File: src/sv/wra_pkg.sv
`timescale 1ns / 1ps

package wra_pkg;

  // Fixed field widths
  localparam int unsigned DATA_W    = 16;
  localparam int unsigned OPERAND_W = 32;
  localparam int unsigned FUNC_W    = 3;
  localparam int unsigned ERR_W     = 2;
  localparam int unsigned CFG_IDX_W = 1;

  // Default width of the stored value
  localparam int unsigned VALUE_BITS_DEF = 16;

  // Register reset values
  localparam logic [DATA_W-1:0] RST_RANGE_START = 16'd1;
  localparam logic [DATA_W-1:0] RST_RANGE_END   = 16'd12;

  // Register indexes
  localparam logic [CFG_IDX_W-1:0] REG_RANGE_START = 1'b0;
  localparam logic [CFG_IDX_W-1:0] REG_RANGE_END   = 1'b1;

  // Error codes
  localparam logic [ERR_W-1:0] ERR_NONE     = 2'd0;
  localparam logic [ERR_W-1:0] ERR_DIV_ZERO = 2'd1;
  localparam logic [ERR_W-1:0] ERR_INEXACT  = 2'd2;

  // Operation codes
  typedef enum logic [FUNC_W-1:0] {
    FUNC_ASSIGN = 3'd0,
    FUNC_ADD    = 3'd1,
    FUNC_SUB    = 3'd2,
    FUNC_MUL    = 3'd3,
    FUNC_DIV    = 3'd4,
    FUNC_INC    = 3'd5,
    FUNC_DEC    = 3'd6,
    FUNC_NEG    = 3'd7
  } func_e;

endpackage

File: src/sv/wrapped_range_arithmetic.sv
`timescale 1ns / 1ps

// Wrapped range arithmetic: keeps one value inside [range_start, range_end].
// Input channel (in_valid_i / in_stall_o) carries func, operand, write_back;
// a word is taken when in_valid_i is high and in_stall_o is low. The block
// works on one word at a time and holds in_stall_o high until its result
// has been loaded into the output register.
// Output channel (out_valid_o / out_stall_i) carries result_value,
// previous_value and error_code, one result word per input word.
// Path from accept to out_valid_o, with W = min(VALUE_BITS, 16):
//   divide by zero: straight to the result; inexact divide: the divide only;
//   exact divide: the divide, then the floor modulo; every other operation: the floor modulo.
// The divide and the modulo share one restoring subtract/compare unit that
// retires one bit per cycle: W steps for the divide, W + 32 steps for the
// floor modulo of the exact result over the range size.
// A new word is taken the cycle after the result register is loaded.
// If the receiver stalls while a result is still held, the finished result
// waits inside the block and the input stays stalled.
// Reset: range_start = 1, range_end = 12, value = 1, both channels idle.
// Configuration writes (cfg_we_i, cfg_idx_i, cfg_wdata_i) are to be issued
// only while the block is idle; writing range_start also loads the value.
module wrapped_range_arithmetic #(
  parameter int unsigned VALUE_BITS = wra_pkg::VALUE_BITS_DEF
) (
  input  logic                                 clk_i,
  input  logic                                 rst_ni,
  // configuration port
  input  logic                                 cfg_we_i,
  input  logic [wra_pkg::CFG_IDX_W-1:0]        cfg_idx_i,
  input  logic [wra_pkg::DATA_W-1:0]           cfg_wdata_i,
  // input channel
  input  logic                                 in_valid_i,
  output logic                                 in_stall_o,
  input  logic [wra_pkg::FUNC_W-1:0]           func_i,
  input  logic signed [wra_pkg::OPERAND_W-1:0] operand_i,
  input  logic                                 write_back_i,
  // output channel
  output logic                                 out_valid_o,
  input  logic                                 out_stall_i,
  output logic [wra_pkg::DATA_W-1:0]           result_value_o,
  output logic [wra_pkg::DATA_W-1:0]           previous_value_o,
  output logic [wra_pkg::ERR_W-1:0]            error_code_o
);

  // Stored width, widths of the exact result, shift register and remainder
  localparam int unsigned VW = (VALUE_BITS < wra_pkg::DATA_W) ? VALUE_BITS : wra_pkg::DATA_W;
  localparam int unsigned OW = wra_pkg::OPERAND_W;
  localparam int unsigned YW = VW + OW;
  localparam int unsigned XW = YW + 1;
  localparam int unsigned DW = OW + 1;
  localparam int unsigned CW = $clog2(YW + 1);

  localparam logic signed [XW-1:0] ONE_X = XW'(1);

  typedef enum logic [7:0] {
    ST_IDLE = 8'b0000_0001,
    ST_PREP = 8'b0000_0010,
    ST_DIVI = 8'b0000_0100,
    ST_DCHK = 8'b0000_1000,
    ST_OFFS = 8'b0001_0000,
    ST_MODI = 8'b0010_0000,
    ST_WRAP = 8'b0100_0000,
    ST_FIN  = 8'b1000_0000
  } state_e;

  // Control state
  state_e                  state_q, state_d;
  logic                    out_valid_q, out_valid_d;
  logic [VW-1:0]           start_q, start_d;
  logic [VW-1:0]           end_q, end_d;
  logic [VW-1:0]           cur_q, cur_d;

  // Item payload and datapath
  wra_pkg::func_e          func_q, func_d;
  logic signed [OW-1:0]    op_q, op_d;
  logic                    wb_q, wb_d;
  logic [VW-1:0]           prev_q, prev_d;
  logic signed [XW-1:0]    x_q, x_d;
  logic [YW-1:0]           sh_q, sh_d;
  logic [DW-1:0]           rem_q, rem_d;
  logic [DW-1:0]           dvs_q, dvs_d;
  logic [CW-1:0]           cnt_q, cnt_d;
  logic                    neg_q, neg_d;
  logic [wra_pkg::ERR_W-1:0] err_q, err_d;
  logic [VW-1:0]           res_q, res_d;
  logic [VW-1:0]           out_res_q, out_res_d;
  logic [VW-1:0]           out_prev_q, out_prev_d;
  logic [wra_pkg::ERR_W-1:0] out_err_q, out_err_d;

  // Range size; an inverted range collapses to range_start
  logic [VW-1:0] end_eff;
  logic [VW:0]   size_w;
  assign end_eff = (end_q < start_q) ? start_q : end_q;
  assign size_w  = {1'b0, end_eff} - {1'b0, start_q} + (VW+1)'(1);

  // Exact result of the non-dividing operations
  logic signed [XW-1:0] cur_s, op_s, end_s, prod_s, prep_x;
  assign cur_s  = XW'($signed({1'b0, cur_q}));
  assign end_s  = XW'($signed({1'b0, end_q}));
  assign op_s   = XW'(op_q);
  assign prod_s = $signed({1'b0, cur_q}) * op_q;

  always_comb begin
    unique case (func_q)
      wra_pkg::FUNC_ASSIGN: prep_x = op_s;
      wra_pkg::FUNC_ADD:    prep_x = cur_s + op_s;
      wra_pkg::FUNC_SUB:    prep_x = cur_s - op_s;
      wra_pkg::FUNC_MUL:    prep_x = prod_s;
      wra_pkg::FUNC_INC:    prep_x = cur_s + ONE_X;
      wra_pkg::FUNC_DEC:    prep_x = cur_s - ONE_X;
      wra_pkg::FUNC_NEG:    prep_x = end_s - cur_s;
      default:              prep_x = cur_s;
    endcase
  end

  // Shared restoring step: shift in one dividend bit, subtract if it fits
  logic [DW-1:0] step_shift;
  logic [DW:0]   step_trial;
  logic          step_take;
  logic [DW-1:0] step_rem;
  logic [YW-1:0] step_sh;
  assign step_shift = {rem_q[DW-2:0], sh_q[YW-1]};
  assign step_trial = {1'b0, step_shift} - {1'b0, dvs_q};
  assign step_take  = ~step_trial[DW];
  assign step_rem   = step_take ? step_trial[DW-1:0] : step_shift;
  assign step_sh    = {sh_q[YW-2:0], step_take};

  // Divide helpers: operand magnitude, signed quotient
  logic [OW-1:0]        op_abs;
  logic signed [XW-1:0] quo_x;
  assign op_abs = op_q[OW-1] ? -op_q : op_q;
  assign quo_x  = XW'(sh_q[VW-1:0]);

  // Offset from range_start and its magnitude
  logic signed [XW-1:0] y_s;
  logic [XW-1:0]        y_abs;
  assign y_s   = x_q - XW'($signed({1'b0, start_q}));
  assign y_abs = y_s[XW-1] ? -y_s : y_s;

  // Floor-modulo fix-up and final add of range_start
  logic [VW:0] rem_m, mod_m, wrap_sum;
  assign rem_m    = rem_q[VW:0];
  assign mod_m    = (neg_q && (rem_m != '0)) ? (size_w - rem_m) : rem_m;
  assign wrap_sum = {1'b0, start_q} + mod_m;

  logic last_step;
  assign last_step = (cnt_q == CW'(1));

  // Sequencer
  always_comb begin
    state_d     = state_q;
    out_valid_d = out_valid_q & out_stall_i;
    start_d     = start_q;
    end_d       = end_q;
    cur_d       = cur_q;
    func_d      = func_q;
    op_d        = op_q;
    wb_d        = wb_q;
    prev_d      = prev_q;
    x_d         = x_q;
    sh_d        = sh_q;
    rem_d       = rem_q;
    dvs_d       = dvs_q;
    cnt_d       = cnt_q;
    neg_d       = neg_q;
    err_d       = err_q;
    res_d       = res_q;
    out_res_d   = out_res_q;
    out_prev_d  = out_prev_q;
    out_err_d   = out_err_q;

    unique case (state_q)
      ST_IDLE: begin
        if (in_valid_i) begin
          func_d  = wra_pkg::func_e'(func_i);
          op_d    = operand_i;
          wb_d    = write_back_i;
          prev_d  = cur_q;
          err_d   = wra_pkg::ERR_NONE;
          state_d = ST_PREP;
        end
      end
      ST_PREP: begin
        if (func_q == wra_pkg::FUNC_DIV) begin
          if (op_q == '0) begin
            err_d   = wra_pkg::ERR_DIV_ZERO;
            res_d   = cur_q;
            state_d = ST_FIN;
          end else begin
            sh_d    = {cur_q, (YW-VW)'(0)};
            rem_d   = '0;
            dvs_d   = DW'(op_abs);
            cnt_d   = CW'(VW);
            state_d = ST_DIVI;
          end
        end else begin
          x_d     = prep_x;
          state_d = ST_OFFS;
        end
      end
      ST_DIVI: begin
        rem_d = step_rem;
        sh_d  = step_sh;
        cnt_d = cnt_q - CW'(1);
        if (last_step) begin
          state_d = ST_DCHK;
        end
      end
      ST_DCHK: begin
        // nonzero remainder: not exact
        if (rem_q != '0) begin
          err_d   = wra_pkg::ERR_INEXACT;
          res_d   = cur_q;
          state_d = ST_FIN;
        end else begin
          x_d     = op_q[OW-1] ? -quo_x : quo_x;
          state_d = ST_OFFS;
        end
      end
      ST_OFFS: begin
        sh_d    = y_abs[YW-1:0];
        neg_d   = y_s[XW-1];
        rem_d   = '0;
        dvs_d   = DW'(size_w);
        cnt_d   = CW'(YW);
        state_d = ST_MODI;
      end
      ST_MODI: begin
        rem_d = step_rem;
        sh_d  = step_sh;
        cnt_d = cnt_q - CW'(1);
        if (last_step) begin
          state_d = ST_WRAP;
        end
      end
      ST_WRAP: begin
        res_d   = wrap_sum[VW-1:0];
        state_d = ST_FIN;
      end
      ST_FIN: begin
        // load the output register once it is free
        if (!out_valid_q || !out_stall_i) begin
          out_valid_d = 1'b1;
          out_res_d   = res_q;
          out_prev_d  = prev_q;
          out_err_d   = err_q;
          if (wb_q && (err_q == wra_pkg::ERR_NONE)) begin
            cur_d = res_q;
          end
          state_d = ST_IDLE;
        end
      end
      default: begin
        state_d = ST_IDLE;
      end
    endcase

    // Register writes, to be issued by the host only while idle; the block leaves this unchecked
    if (cfg_we_i) begin
      unique case (cfg_idx_i)
        wra_pkg::REG_RANGE_START: begin
          start_d = cfg_wdata_i[VW-1:0];
          cur_d   = cfg_wdata_i[VW-1:0];
        end
        wra_pkg::REG_RANGE_END: begin
          end_d = cfg_wdata_i[VW-1:0];
        end
        default: begin
          end_d = end_q;
        end
      endcase
    end
  end

  // Control registers
  always_ff @(posedge clk_i or negedge rst_ni) begin
    if (!rst_ni) begin
      state_q     <= ST_IDLE;
      out_valid_q <= 1'b0;
      start_q     <= wra_pkg::RST_RANGE_START[VW-1:0];
      end_q       <= wra_pkg::RST_RANGE_END[VW-1:0];
      cur_q       <= wra_pkg::RST_RANGE_START[VW-1:0];
    end else begin
      state_q     <= state_d;
      out_valid_q <= out_valid_d;
      start_q     <= start_d;
      end_q       <= end_d;
      cur_q       <= cur_d;
    end
  end

  // Payload registers
  always_ff @(posedge clk_i) begin
    func_q     <= func_d;
    op_q       <= op_d;
    wb_q       <= wb_d;
    prev_q     <= prev_d;
    x_q        <= x_d;
    sh_q       <= sh_d;
    rem_q      <= rem_d;
    dvs_q      <= dvs_d;
    cnt_q      <= cnt_d;
    neg_q      <= neg_d;
    err_q      <= err_d;
    res_q      <= res_d;
    out_res_q  <= out_res_d;
    out_prev_q <= out_prev_d;
    out_err_q  <= out_err_d;
  end

  // Ports
  assign in_stall_o       = (state_q != ST_IDLE);
  assign out_valid_o      = out_valid_q;
  assign result_value_o   = wra_pkg::DATA_W'(out_res_q);
  assign previous_value_o = wra_pkg::DATA_W'(out_prev_q);
  assign error_code_o     = out_err_q;

endmodule

File: config.mk
export PLATFORM = sky130hd
export DESIGN_NAME = wrapped_range_arithmetic
export DESIGN_NICKNAME = d
export VERILOG_FILES = /design/src/sv/wra_pkg.sv /design/src/sv/wrapped_range_arithmetic.sv
export SDC_FILE = /design/constraint.sdc
export NUM_CORES = 2
export LEC_CHECK = 0
export BUFFER_PORTS_ARGS = -buffer_cell sky130_fd_sc_hd__buf_2
export CORE_ASPECT_RATIO = 0.8
export CORE_MARGIN = 2
export CORE_UTILIZATION = 65
export DETAILED_ROUTE_END_ITERATION = 16
export GPL_TIMING_DRIVEN = 0
export HOLD_SLACK_MARGIN = 0.05
export PLACE_DENSITY = 0.78
export SKIP_CTS_REPAIR_TIMING = 1
export SLEW_MARGIN = 10
export SYNTH_ARGS = -nofsm -noshare
export SYNTH_HDL_FRONTEND = slang
export SYNTH_SLANG_ARGS = --single-unit
File: constraint.sdc
create_clock -name clk_i -period 13 [get_ports clk_i]
set_input_delay 1.3 -clock clk_i [delete_from_list [all_inputs] [get_ports clk_i]]
set_output_delay 1.3 -clock clk_i [all_outputs]
set_load 0.02 [all_outputs]
After elaboration in Yosys (flattened, before gate mapping)
Cells that the tools add are included. W data, S select, Z words.

Bits of input ports: 58. Flip-flop bits (word level): 331.

Mux-type cells: 46. Multipliers: 1. Equal/unequal tests: 27. Reductions and logical operators: 26. Bitwise gates (word level): 3. $add $sub $neg: 15. Order comparisons: 1.

Operators with widths (count): $pmux W49 S7 (1); $mux W33 (5); $mux W16 (10); $mux W49 (3); $mux W48 (3); $pmux W48 S3 (1); $pmux W33 S3 (1); $pmux W49 S2 (1); $pmux W33 S2 (1); $pmux W8 S8 (1); $mux W8 (7); $mul A17 B32 Y49 (1); $neg A16 Y49 (1); $sub A49 B17 Y49 (1); $neg A48 Y48 (1); $pmux W16 S3 (1); $sub A16 B16 Y17 (2); $sub A33 B33 Y34 (1); $add A17 B32 Y33 (1); $reduce_bool A33 Y1 (1); $sub A17 B32 Y33 (1); $logic_not A32 Y1 (1); $mux W32 (1); $neg A32 Y32 (1); 41 further kinds (71).

Logic depth before layout (Yosys ltp)
Depth in word-level cells: 8. Depth in mapped cells: 40. Mapped depth without buffers: 38.

Worst setup path after synthesis
No wires, ideal clock.

Kind: reg2reg. Start: register cur_q[6]. End: register x_q[47], data pin. Clock period less this slack: 7.290 ns. Library setup time: 0.281 ns. Cell stages (with the launch flop): 29. Setup slack: 5.710 ns. Arrival time: 7.009 ns. Path buffers: 4. Cell sequence: dfrtp_1 > clkbuf_1 > clkbuf_1 > buf_1 > nand2_1 > fa_1 > inv_1 > fa_1 > inv_1 > fa_1 > inv_1 > fa_1 > fa_1 > inv_1 > fa_1 > inv_1 > ha_1 > clkbuf_1 > nand2_1 > o21ai_0 > a21o_1 > a21o_1 > a22oi_1 > o41ai_1 > a21oi_1 > o21ai_0 > a21oi_1 > mux2i_1 > o2111ai_1.

Word-level cells in the longest chain between the ends: 4.

Ends and longest elaborated chain: start: declaration (line wrapped_range_arithmetic.sv:71) `logic [VW-1:0] cur_q, cur_d;`; start signal: assignment (line wrapped_range_arithmetic.sv:282) `cur_q <= wra_pkg::RST_RANGE_START[VW-1:0];`; start signal: assignment (line wrapped_range_arithmetic.sv:288) `cur_q <= cur_d;`; $mul A17 B32 Y49 (tied with other cells) (line wrapped_range_arithmetic.sv:101) `assign prod_s = $signed({1'b0, cur_q}) * op_q;`; $pmux W49 S7 (*) (line wrapped_range_arithmetic.sv:104) `unique case (func_q)`; $mux W49 (*) (line wrapped_range_arithmetic.sv:184) `if (func_q == wra_pkg::FUNC_DIV) begin`; $pmux W49 S2 (*) (line wrapped_range_arithmetic.sv:172) `unique case (state_q)`; net x_d[47] (line wrapped_range_arithmetic.sv:78) `logic signed [XW-1:0] x_q, x_d;`; end signal: assignment (line wrapped_range_arithmetic.sv:298) `x_q <= x_d;`; end: declaration (line wrapped_range_arithmetic.sv:78).

Mark *: on every way through the listed nets, which the timed path passes. The rest lies on a longest branch. The select of a mux whose other input is x is not followed. A chain may end at the register's enable or synchronous reset.

Worst setup path in the final report
Start: register cur_q[8]. End: register x_q[47], data pin.

Same word-level chain as after synthesis.

==> flow_metrics.py <==
metrics = {
    "yosys": {
        "synthFlopType": "edfxtp_1",
        "synth-compound-area-share": 0.1396,
        "synth_mux_area_frac": 0.02209,
        "syn_nets": 5785,
        "yosys.cell_types.count": 82,
        "ys_seq_area_frac": 0.2225,
        "synth_edf_count": 273,
        "netlist_area_um2": 43280,
        "synth_xor_area_frac": 0.05808,
        "ys_ff_latch": 330,
        "synth_cells": 4930,
        "yosys.area_share.simple": 0.1495,
        "async_reset_ff_frac": 0.1727,
        "synth_fa_ha_area_frac": 0.3166,
        "yosys_warnings": 0,
        "synth.avg_cell_area_um2": 8.779,
        "synth_top_family_by_area": "adder cells",
    },
    "place": {
        "place_congestion": 1.052,
        "dp_slack_ns": 2.816,
        "dp.final_hpwl_mm": 120.3,
        "port_buffers": 93,
    },
    "cts": {
        "clk_path_buf_depth": 3,
        "path_clk_slew_ns": 0.06,
        "clkSinkCount": 330,
        "cts-buffers-inserted": 37,
        "htree_levels": 2,
        "clockRootBuffer": "clkbuf_16",
        "worstSkewPairLatency_ns": 0.58,
        "cts_tree": "yes",
    },
    "floorplanning": {
        "pin_count": 94,
        "dieArea_um2": 68680,
        "initial_core_util": 0.6579,
        "core_um2": 65790,
        "rows": 84,
        "die_w_um": 292.5,
        "dieHeight_um": 234.8,
    },
    "hold_path": {
        "hp-start": "prev_q[2]$_DFFE_PP_",
        "whs_endpoint": "previous_value_o[2]$_DFFE_PP_",
        "min-delay-path-class": "register to register",
        "hold_depth": 0,
    },
    "global_routing": {
        "grt-ovfl-total": 0,
        "grt_use_total": 0.4407,
        "antenna_found_initial": 7,
        "grt_pass1_vias": 36700,
        "grt_first_pass_wirelength_mm": 226.7,
        "grt_max_degree": 58,
    },
    "timing": {
        "maxSlewViolCount": 0,
        "fmax_ghz": 0.09531,
        "period_needed_ns": 10.49,
        "setup_tns_ns": 0,
        "setup_ws_ns": 2.508,
        "slew_headroom": 0.06270,
        "tightest_slew_ns": 1.406,
        "rsz0062_at_grt": "no",
        "finalCritPeriodShare": 0.8071,
        "setup_violations": 0,
        "fin_skew_ns": 0.01946,
        "hold_viol": 0,
    },
    "layout": {
        "final_nets": 5926,
        "nFillCells": 5288,
        "drive_above_1_share": 0.04963,
        "final_cell_mix": "inv_1 (796), nand2_1 (623), fa_1 (497)",
        "fin_util": 0.7026,
        "layout_commonest_cell": "inv_1",
        "synthToLayoutAreaGrowth_pct": 6.805,
    },
    "routing": {
        "drt_wl_total_mm": 150.4,
        "vias_per_cell": 6.405,
        "ant_nets": 0,
        "drc_errors": 0,
        "drtIter0Drc": 5371,
        "drt-pass1-iter-count": 8,
        "vias": 38200,
        "routedWlPerCell_um": 25.21,
    },
    "status": {
        "outcome": "finished clean",
    },
    "setup_path": {
        "path_max_fanout": 10,
        "reg2reg_from": "cur_q[8]$_DFF_PN0_",
        "required_ns": 13.25,
        "rr_worst_depth": 25,
        "cp-start-kind": "register",
        "criticalPathCategory": "register to register",
        "cp.arrival_ns": 10.74,
        "critPathCaptureType": "register",
        "worst_r2r_endpoint": "x_q[47]$_DFFE_PP_",
        "r2r_slack_ns": 2.51,
    },
    "job": {
        "drv_cap": 0,
    },
}
logic make-up (layout without fill, tap and decap cells):
family                     Yosys count  after routing
AOI/OAI and AO/OA                  937            937
muxes                               91             91
DFF                                330            330
xor gates and xnor gates           287            287
adders and majority gates          797            797
and+or+nand+nor                   1432           1432
buffers and inverters             1056           1224
other                                0              6
worst max-delay path, stage by stage (launching register included):
cell,delay (ns)
dfrtp_1,0.57
clkbuf_1,1.00
clkbuf_1,1.01
nand2_1,0.19
fa_1,0.55
inv_1,0.05
fa_1,0.49
inv_1,0.05
fa_1,0.48
inv_1,0.06
fa_1,0.51
fa_1,0.55
inv_1,0.05
fa_1,0.60
inv_1,0.07
ha_1,0.35
and3_1,0.22
nand3_1,0.09
o21ai_1,0.74
a22oi_1,0.51
o41ai_1,0.90
a21oi_1,0.23
o21ai_0,0.37
a21oi_1,0.16
mux2i_1,0.17
o2111ai_1,0.16
layout make-up:
type | count | area [um2] | share of cell area
timing repair buffer | 102 | 606.8 | 0.01313
multi-input combinational | 3544 | 29750 | 0.6436
clock inverter | 19 | 187.7 | 0.004060
clock buffer | 47 | 984.7 | 0.02130
inverter | 811 | 3044 | 0.06585
sequential | 330 | 9630 | 0.2083
buffer | 245 | 929.6 | 0.02011
tap | 860 | 1076 | 0.02328
antenna | 6 | 15.01 | 0.0003248
synthesized netlist by cell type, types with 24 or more instances:
cell type | n | area (um2)
buf_1 | 38 | 142.6
o21ai_0 | 262 | 1311
and2_1 | 74 | 462.9
clkbuf_1 | 205 | 769.5
a31oi_1 | 31 | 193.9
xnor2_1 | 190 | 1664
mux2_2 | 36 | 405.4
a21oi_1 | 201 | 1006
mux2i_1 | 55 | 550.5
nand4_1 | 33 | 206.5
edfxtp_1 | 273 | 8198
a221oi_1 | 26 | 227.7
fa_1 | 497 | 9950
nand2_1 | 625 | 2346
a22oi_1 | 25 | 187.7
o22ai_1 | 27 | 168.9
nand2b_1 | 35 | 219.0
nor3_1 | 84 | 420.4
dfrtp_1 | 52 | 1301
a211oi_1 | 25 | 187.7
inv_1 | 796 | 2988
ha_1 | 300 | 3754
or3_1 | 28 | 175.2
a21o_1 | 68 | 510.5
nor4_1 | 40 | 250.2
xor2_1 | 97 | 849.6
or4_1 | 24 | 180.2
o31ai_1 | 38 | 285.3
o21a_1 | 34 | 255.2
nand3_1 | 63 | 315.3
nor2_1 | 329 | 1235
sequential cells by signal (all words and copies together), names as in the netlist, 3 cells and up:
register and cells:
x_q 49, sh_q 48, rem_q 33, dvs_q 32, op_q 32, cur_q 16
end_q 16, prev_q 16, previous_value_o 16, res_q 16, result_value_o 16, start_q 16
state_q 8, cnt_q 6, func_q 3
through the flow:
stage,area [um2],hold slack [ns],std cells
finish,46230,0.4174,5964
global route,46210,0.4239,5958
CTS,46190,0.4183,5957
detailed placement,45020,0.4045,5891
global placement,44820,0.4012,5883
floorplan,43280,0.4003,4930
worst max-delay path by stage:
stage | end | start
global placement | x_q[47]$_DFFE_PP_ | cur_q[8]$_DFF_PN0_
global route | x_q[47]$_DFFE_PP_ | cur_q[8]$_DFF_PN0_
detailed placement | x_q[47]$_DFFE_PP_ | cur_q[8]$_DFF_PN0_
floorplan | x_q[47]$_DFFE_PP_ | cur_q[6]$_DFF_PN0_
finish | x_q[47]$_DFFE_PP_ | cur_q[8]$_DFF_PN0_
CTS | x_q[47]$_DFFE_PP_ | cur_q[8]$_DFF_PN0_
routing by layer:
layer  track usage  vias up  routed length, um
met1        0.6346    18370              59340
met3        0.1278      465              21430
met5             0        -                  0
li1              -    16640                  -
met2        0.6109     2727              60810
met4        0.2124        0               8783
Power is not shown: default switching activity piles up to over one toggle a cycle in this logic, so the estimate is an artifact.
